$ cat config.mk
export PLATFORM = sky130hd
export DESIGN_NAME = multi_timer_event_table_top
export DESIGN_NICKNAME = d
export VERILOG_FILES = /design/src/rtl/core/mtet_pkg.sv /design/src/rtl/core/mtet_slot_ram.sv /design/src/rtl/core/multi_timer_event_table_top.sv
export SDC_FILE = /design/constraint.sdc
export NUM_CORES = 2
export LEC_CHECK = 0
export BUFFER_PORTS_ARGS = -buffer_cell sky130_fd_sc_hd__buf_2
export CORE_ASPECT_RATIO = 1.25
export CORE_MARGIN = 3
export CORE_UTILIZATION = 45
export CTS_BUF_LIST = sky130_fd_sc_hd__clkbuf_16
export DETAILED_ROUTE_END_ITERATION = 8
export GPL_ROUTABILITY_DRIVEN = 0
export GPL_TIMING_DRIVEN = 1
export PLACE_DENSITY = 0.67
export REMOVE_ABC_BUFFERS = 1
export SLEW_MARGIN = 20
export SYNTH_ARGS = -nofsm -noshare
export SYNTH_HDL_FRONTEND = slang
export SYNTH_SLANG_ARGS = --single-unit
$ cat constraint.sdc
create_clock -name aclk -period 7.05 [get_ports aclk]
set_input_delay 1.41 -clock aclk [delete_from_list [all_inputs] [get_ports aclk]]
set_output_delay 1.41 -clock aclk [all_outputs]
set_load 0.01 [all_outputs]
$ cat src/rtl/core/mtet_pkg.sv
// ----------------------------------------------------------------------------
// mtet_pkg
// Shared types and constants for the timer slot table: transaction payloads,
// command and result codes, and the slot memory word.
// ----------------------------------------------------------------------------
package mtet_pkg;

    localparam int NUM_SLOTS   = 16;
    localparam int MAX_RESULTS = 16;
    localparam int IDX_W       = (NUM_SLOTS > 1) ? $clog2(NUM_SLOTS) : 1;
    localparam int CNT_W       = $clog2(NUM_SLOTS + 1);
    localparam int RES_W       = $clog2(MAX_RESULTS + 1);

    localparam logic [1:0] CMD_SET   = 2'd0;
    localparam logic [1:0] CMD_UNSET = 2'd1;
    localparam logic [1:0] CMD_CHECK = 2'd2;

    localparam logic [2:0] KIND_SET_OK   = 3'd0;
    localparam logic [2:0] KIND_SET_FULL = 3'd1;
    localparam logic [2:0] KIND_UNSET    = 3'd2;
    localparam logic [2:0] KIND_FIRED    = 3'd3;
    localparam logic [2:0] KIND_NONE     = 3'd4;

    typedef struct packed {
        logic [1:0]  cmd;
        logic [15:0] event_id;
        logic [30:0] period_ms;
        logic        periodic;
        logic        notify;
        logic [31:0] now_ms;
    } in_t;

    typedef struct packed {
        logic [2:0]  kind;
        logic [15:0] fired_event;
        logic        last;
    } out_t;

    typedef struct packed {
        logic [15:0] event_id;
        logic [30:0] period_ms;
        logic        reload;
        logic        notify;
        logic [31:0] deadline;
    } slot_t;

    typedef struct packed {
        logic             en;
        logic [IDX_W-1:0] addr;
        slot_t            data;
    } ram_wr_t;

    typedef struct packed {
        logic             en;
        logic [IDX_W-1:0] addr;
    } ram_rd_t;

endpackage

$ cat src/rtl/core/mtet_slot_ram.sv
// ----------------------------------------------------------------------------
// mtet_slot_ram
// Slot storage: one write port, one read port, registered read data.
// ----------------------------------------------------------------------------
module mtet_slot_ram (
    input  logic              aclk,
    input  mtet_pkg::ram_wr_t wr,
    input  mtet_pkg::ram_rd_t rd,
    output mtet_pkg::slot_t   rdata
);

    mtet_pkg::slot_t mem [mtet_pkg::NUM_SLOTS];
    mtet_pkg::slot_t rdata_reg;

    always_ff @(posedge aclk) begin
        if (wr.en) begin
            mem[wr.addr] <= wr.data;
        end
        if (rd.en) begin
            rdata_reg <= mem[rd.addr];
        end
    end

    assign rdata = rdata_reg;

endmodule

$ cat src/rtl/core/multi_timer_event_table_top.sv
// ----------------------------------------------------------------------------
// multi_timer_event_table_top
// Table of software timer slots driven by time-stamped set, unset and check
// commands.
// ----------------------------------------------------------------------------
// One command is handled at a time. A set's result is loaded into the result
// register once it is free. Unset and check walk the slot memory one slot per
// cycle through its single read port, pausing while a fired event waits for
// the result register to drain. Slot busy flags live in flip-flops and are
// cleared by reset; the remaining slot fields live in the slot memory and are
// only used for busy slots. A check returns one transaction per notifying
// slot that fired, in slot order, with last set on the final one, or a single
// "nothing found" transaction.
// ----------------------------------------------------------------------------
module multi_timer_event_table_top (
    input  logic           aclk,
    input  logic           aresetn,
    input  logic           s_valid,
    output logic           s_ready,
    input  mtet_pkg::in_t  s_data,
    output logic           m_valid,
    input  logic           m_ready,
    output mtet_pkg::out_t m_data
);

    localparam logic [1:0] ST_IDLE = 2'd0;
    localparam logic [1:0] ST_SET  = 2'd1;
    localparam logic [1:0] ST_SCAN = 2'd2;
    localparam logic [1:0] ST_FIN  = 2'd3;

    logic [1:0]                       state_reg, state_next;
    mtet_pkg::in_t                    cmd_reg, cmd_next;
    logic [mtet_pkg::NUM_SLOTS-1:0]   busy_reg, busy_next;
    logic [mtet_pkg::CNT_W-1:0]       rd_cnt_reg, rd_cnt_next;
    logic                             ev_valid_reg, ev_valid_next;
    logic [mtet_pkg::IDX_W-1:0]       ev_idx_reg, ev_idx_next;
    logic                             pend_valid_reg, pend_valid_next;
    logic [15:0]                      pend_event_reg, pend_event_next;
    logic [mtet_pkg::RES_W-1:0]       res_cnt_reg, res_cnt_next;
    logic                             m_valid_reg, m_valid_next;
    mtet_pkg::out_t                   m_data_reg, m_data_next;

    mtet_pkg::ram_wr_t ram_wr;
    mtet_pkg::ram_rd_t ram_rd;
    mtet_pkg::slot_t   ram_rdata;

    logic                       out_free;
    logic                       out_load;
    mtet_pkg::out_t             out_data;
    logic                       free_found;
    logic [mtet_pkg::IDX_W-1:0] free_idx;
    logic                       slot_busy;
    logic                       fire;
    logic                       emit;
    logic                       stall;

    mtet_slot_ram u_ram (
        .aclk  (aclk),
        .wr    (ram_wr),
        .rd    (ram_rd),
        .rdata (ram_rdata)
    );

    // lowest free slot
    always_comb begin
        free_found = 1'b0;
        free_idx   = '0;
        for (int i = mtet_pkg::NUM_SLOTS - 1; i >= 0; i--) begin
            if (!busy_reg[i]) begin
                free_found = 1'b1;
                free_idx   = mtet_pkg::IDX_W'(i);
            end
        end
    end

    assign out_free  = !m_valid_reg || m_ready;
    assign slot_busy = busy_reg[ev_idx_reg];
    assign fire      = slot_busy && (ram_rdata.deadline <= cmd_reg.now_ms);
    assign emit      = fire && ram_rdata.notify &&
                       (res_cnt_reg < mtet_pkg::RES_W'(mtet_pkg::MAX_RESULTS));
    // a second notification can only move on once the held one has a place to go
    assign stall     = (state_reg == ST_SCAN) && ev_valid_reg &&
                       (cmd_reg.cmd == mtet_pkg::CMD_CHECK) &&
                       emit && pend_valid_reg && !out_free;

    always_comb begin
        state_next      = state_reg;
        cmd_next        = cmd_reg;
        busy_next       = busy_reg;
        rd_cnt_next     = rd_cnt_reg;
        ev_valid_next   = ev_valid_reg;
        ev_idx_next     = ev_idx_reg;
        pend_valid_next = pend_valid_reg;
        pend_event_next = pend_event_reg;
        res_cnt_next    = res_cnt_reg;

        ram_wr.en   = 1'b0;
        ram_wr.addr = ev_idx_reg;
        ram_wr.data = ram_rdata;
        ram_rd.en   = 1'b0;
        ram_rd.addr = rd_cnt_reg[mtet_pkg::IDX_W-1:0];

        out_load             = 1'b0;
        out_data.kind        = mtet_pkg::KIND_NONE;
        out_data.fired_event = '0;
        out_data.last        = 1'b1;

        case (state_reg)
            ST_IDLE: begin
                if (s_valid) begin
                    cmd_next        = s_data;
                    rd_cnt_next     = '0;
                    ev_valid_next   = 1'b0;
                    pend_valid_next = 1'b0;
                    res_cnt_next    = '0;
                    case (s_data.cmd)
                        mtet_pkg::CMD_SET:   state_next = ST_SET;
                        mtet_pkg::CMD_UNSET: state_next = ST_SCAN;
                        mtet_pkg::CMD_CHECK: state_next = ST_SCAN;
                        default:             state_next = ST_IDLE;
                    endcase
                end
            end

            ST_SET: begin
                if (out_free) begin
                    out_load = 1'b1;
                    if (free_found) begin
                        ram_wr.en            = 1'b1;
                        ram_wr.addr          = free_idx;
                        ram_wr.data.event_id = cmd_reg.event_id;
                        ram_wr.data.period_ms = cmd_reg.period_ms;
                        ram_wr.data.reload   = cmd_reg.periodic;
                        ram_wr.data.notify   = cmd_reg.notify;
                        ram_wr.data.deadline = cmd_reg.now_ms + {1'b0, cmd_reg.period_ms};
                        busy_next[free_idx]  = 1'b1;
                        out_data.kind        = mtet_pkg::KIND_SET_OK;
                    end else begin
                        out_data.kind = mtet_pkg::KIND_SET_FULL;
                    end
                    state_next = ST_IDLE;
                end
            end

            ST_SCAN: begin
                if (!stall) begin
                    // evaluate the slot whose read data has just arrived
                    if (ev_valid_reg) begin
                        if (cmd_reg.cmd == mtet_pkg::CMD_UNSET) begin
                            if (slot_busy && (ram_rdata.event_id == cmd_reg.event_id)) begin
                                busy_next[ev_idx_reg] = 1'b0;
                            end
                        end else if (fire) begin
                            if (emit) begin
                                if (pend_valid_reg) begin
                                    out_load             = 1'b1;
                                    out_data.kind        = mtet_pkg::KIND_FIRED;
                                    out_data.fired_event = pend_event_reg;
                                    out_data.last        = 1'b0;
                                end
                                pend_valid_next = 1'b1;
                                pend_event_next = ram_rdata.event_id;
                                res_cnt_next    = res_cnt_reg + 1'b1;
                            end
                            if (ram_rdata.reload) begin
                                ram_wr.en            = 1'b1;
                                ram_wr.data.deadline = cmd_reg.now_ms +
                                                       {1'b0, ram_rdata.period_ms};
                            end else begin
                                busy_next[ev_idx_reg] = 1'b0;
                            end
                        end
                    end
                    // issue the next read
                    if (rd_cnt_reg < mtet_pkg::CNT_W'(mtet_pkg::NUM_SLOTS)) begin
                        ram_rd.en     = 1'b1;
                        ev_valid_next = 1'b1;
                        ev_idx_next   = rd_cnt_reg[mtet_pkg::IDX_W-1:0];
                        rd_cnt_next   = rd_cnt_reg + 1'b1;
                    end else begin
                        ev_valid_next = 1'b0;
                        if (!ev_valid_reg) begin
                            state_next = ST_FIN;
                        end
                    end
                end
            end

            ST_FIN: begin
                if (out_free) begin
                    out_load = 1'b1;
                    if (cmd_reg.cmd == mtet_pkg::CMD_UNSET) begin
                        out_data.kind = mtet_pkg::KIND_UNSET;
                    end else if (pend_valid_reg) begin
                        out_data.kind        = mtet_pkg::KIND_FIRED;
                        out_data.fired_event = pend_event_reg;
                    end
                    pend_valid_next = 1'b0;
                    state_next      = ST_IDLE;
                end
            end

            default: begin
                state_next = ST_IDLE;
            end
        endcase

        if (out_load) begin
            m_valid_next = 1'b1;
            m_data_next  = out_data;
        end else begin
            m_valid_next = m_valid_reg && !m_ready;
            m_data_next  = m_data_reg;
        end
    end

    always_ff @(posedge aclk) begin
        if (!aresetn) begin
            state_reg      <= ST_IDLE;
            busy_reg       <= '0;
            rd_cnt_reg     <= '0;
            ev_valid_reg   <= 1'b0;
            pend_valid_reg <= 1'b0;
            res_cnt_reg    <= '0;
            m_valid_reg    <= 1'b0;
        end else begin
            state_reg      <= state_next;
            busy_reg       <= busy_next;
            rd_cnt_reg     <= rd_cnt_next;
            ev_valid_reg   <= ev_valid_next;
            pend_valid_reg <= pend_valid_next;
            res_cnt_reg    <= res_cnt_next;
            m_valid_reg    <= m_valid_next;
        end
    end

    always_ff @(posedge aclk) begin
        cmd_reg        <= cmd_next;
        ev_idx_reg     <= ev_idx_next;
        pend_event_reg <= pend_event_next;
        m_data_reg     <= m_data_next;
    end

    assign s_ready = (state_reg == ST_IDLE);
    assign m_valid = m_valid_reg;
    assign m_data  = m_data_reg;

endmodule

==> impl_metrics.toml <==
[drt]
wire_per_inst_um = 29.5
via_count = 31700
via_per_inst = 6.01
drc = 0
routed.top_layer = "met5"
dr_wl_met3_um = 14300
ant_nets = 0
wirelength_um = 155000
initialDrtViolationCount = 3628
routed-wl-met2_um = 75300
m1WireLength_um = 61600
firstDrtPassIters = 7

[clock_network]
clkTransAtPathRegs_ns = 0.06
h-tree-depth = 4
cts_sinks = 1531
cts_setup_buffers = 0
cts_max_path_buffers = 3
cts_tree = "built"
cts_buffers = 148
clk_root_buffer_cell = "clkbuf_16"
post_cts_resized = 0
clkLatencyLatePin_ns = 0.78
cts_hold_buffers = 0

[run]
maxCapViolations = 0

[timing]
rsz0062_at_grt = "no"
tightest_slew_ns = 1.16
setup_tns_ns = 0
period_share_pct = 72.9
fin_skew_ns = 0.0435
finalHoldViolCount = 0
setup_violations = 0
slew_violations = 0
fin_crit_ns = 5.14
maxSlewHeadroom_pct = 22.7
fmax_mhz = 195

[grt]
grt_pass1_wl_um = 226000
track_usage_pct = 21.8
grt_remaining_overflow = 0
antenna_found_initial = 14
grt_pass1_vias = 32000
grt_max_degree = 143

[setup_path]
r2r_cells = 12
crit_type = "flip-flop to flip-flop"
crit_required_ns = 7.45
slowest_stage = "nor2_4"
arrival_ns = 5.54
max_stage_delay_ns = 0.83
crit_chain = "inv_1 > ha_1 > nand4_1 > nor4_1 > nand3_1 > o311ai_1 > nand3b_2 > o31a_1 > nor2_1 > nand3_1 > nor2_4 > buf_12"
crit_cells = 12
cp-start-kind = "flip-flop"
worst_path_dominant_cell_family = "simple AND/OR/NAND/NOR gates"
worstPathMaxFanout = 45
crit_path_frequent_cell = "nand3_1"
end_kind = "flip-flop"
path_buf_inv = 2

[worst_hold_path]
hp-class = "flip-flop to flip-flop"
hold_depth = 2

[floorplanning]
die_h_um = 422
coreArea_mm2 = 0.136
start_util_pct = 45.6
die_w_um = 338
rows = 151
die_area_mm2 = 0.143
ios = 109

[yosys]
synth.most_common_cell = "edfxtp_1"
ys_warn_count = 0
synth_area_leader_cell = "edfxtp_1"
synth.area.top_cells = "edfxtp_1 72%, mux4_2 15%, ha_1 2.1%"
netlist_area_mm2 = 0.0622
ys_ff_latch = 1531
synthCells = 3137
synth_top_flop_cell = "edfxtp_1"
avgSynthCellArea_um2 = 19.8
synth-seq-area-share_pct = 73.5
synth.top_cells.by_count = "1500 x edfxtp_1, 409 x mux4_2, 243 x nand2_1, 102 x ha_1, 86 x a21oi_1"
synthArstFlopShare_pct = 0
ys_types = 78
synth-edff-count = 1500
synth_top_cell_area_share_pct = 72.5

[placement]
placedCellCount = 5012
dp_hpwl_um = 97600
io_buffers = 108

[power_and_ir_drop]
p_int_mw = 18.0
max-vdd-ir-drop_mv = 0.267
pwr-share-comb_pct = 22.2
clockPowerShare_pct = 29.9
power_switching_mw = 7.78
sequentialPowerShare_pct = 47.9
swShare_pct = 30.1
power_density_mw_per_mm2 = 369
p_leak_nw = 22.3

[status]
status = "finished, final reports clean"

[cells_and_area]
final_layout_size_suffix_gt1_share_pct = 24.4
finish.utilization_pct = 51.4
num-nets-final = 3517
stdcell_count = 5277
area_delta_synth_final_pct = 12.7
largest_reg_flops = 1296
## cell usage in the layout, fill, tap and decap left out, types with 51 or more instances in the layout
cell and n:
mux4_2 409, clkbuf_16 151, a21oi_1 85, nor2_1 60, inv_1 80, o21ai_0 59
edfxtp_1 1500, buf_4 51, nand2_1 242, buf_2 108, ha_1 102
## cell type report
type,count,area (µm²)
diodes,6,15.0
clock buffers,151,3780
clock inverters,108,947
fillers,10700,66400
inverters,55,206
multi-input cells,1419,16000
flip-flops and latches,1531,45700
well taps,1836,2300
repair buffers,171,1160
## final timing paths
check                      start                to  slack (ns)
setup reg to reg     cmd_reg[27]  u_ram.mem[3][55]        1.91
hold / removal    res_cnt_reg[4]    res_cnt_reg[4]        0.47
hold reg to reg   res_cnt_reg[4]    res_cnt_reg[4]        0.47
setup / recovery     cmd_reg[27]  u_ram.mem[3][55]        1.91
## kinds of logic after synthesis
logic type / count (synthesis) / synth area share (%)
mux: 411 / 14.9
compound gates: 352 / 3.84
xor+xnor: 70 / 0.986
flops: 1531 / 73.5
fa+ha+maj: 104 / 2.12
simple gates: 482 / 3.55
buf+inv: 187 / 1.18
## per-layer routing
| layer | GRT usage, % | vias up |
|---|---|---|
| li1 | - | 13300 |
| met1 | 30.2 | 16700 |
| met2 | 34.8 | 1469 |
| met3 | 4.85 | 226 |
| met4 | 6.94 | 2 |
| met5 | 0 | - |
## power by group through the flow
stage	logic (mW)	clock network (mW)	registers, mW
final	5.74	7.72	12.4
after global routing	6.20	8.22	12.4
after CTS	5.71	7.87	12.4
after detailed placement	5.69	0	12.5
after global placement	5.63	0	12.5
after floorplan	3.95	0	12.6
## worst register-to-register path: cells and delay by family, from the launching register on
| kind | cells | cell delay (ns) |
|---|---|---|
| DFF | 1 | 0.38 |
| buffers and inverters | 2 | 0.48 |
| AOI/OAI and AO/OA | 2 | 0.47 |
| adders and majority gates | 1 | 0.31 |
| and+or+nand+nor | 7 | 3.07 |
## per-stage QoR
step                      power, mW  setup WS, ns  hold WS, ns  cell area [µm²]
after floorplan                16.5         -8.09        0.426            61600
after global placement         18.2          1.97        0.453            65300
after detailed placement       18.2          1.95        0.454            65300
after CTS                      25.9          1.92        0.473            70000
after global routing           26.8          1.75        0.516            70000
final                          25.8          1.91        0.474            70100
(Power assumes the default switching activity.)
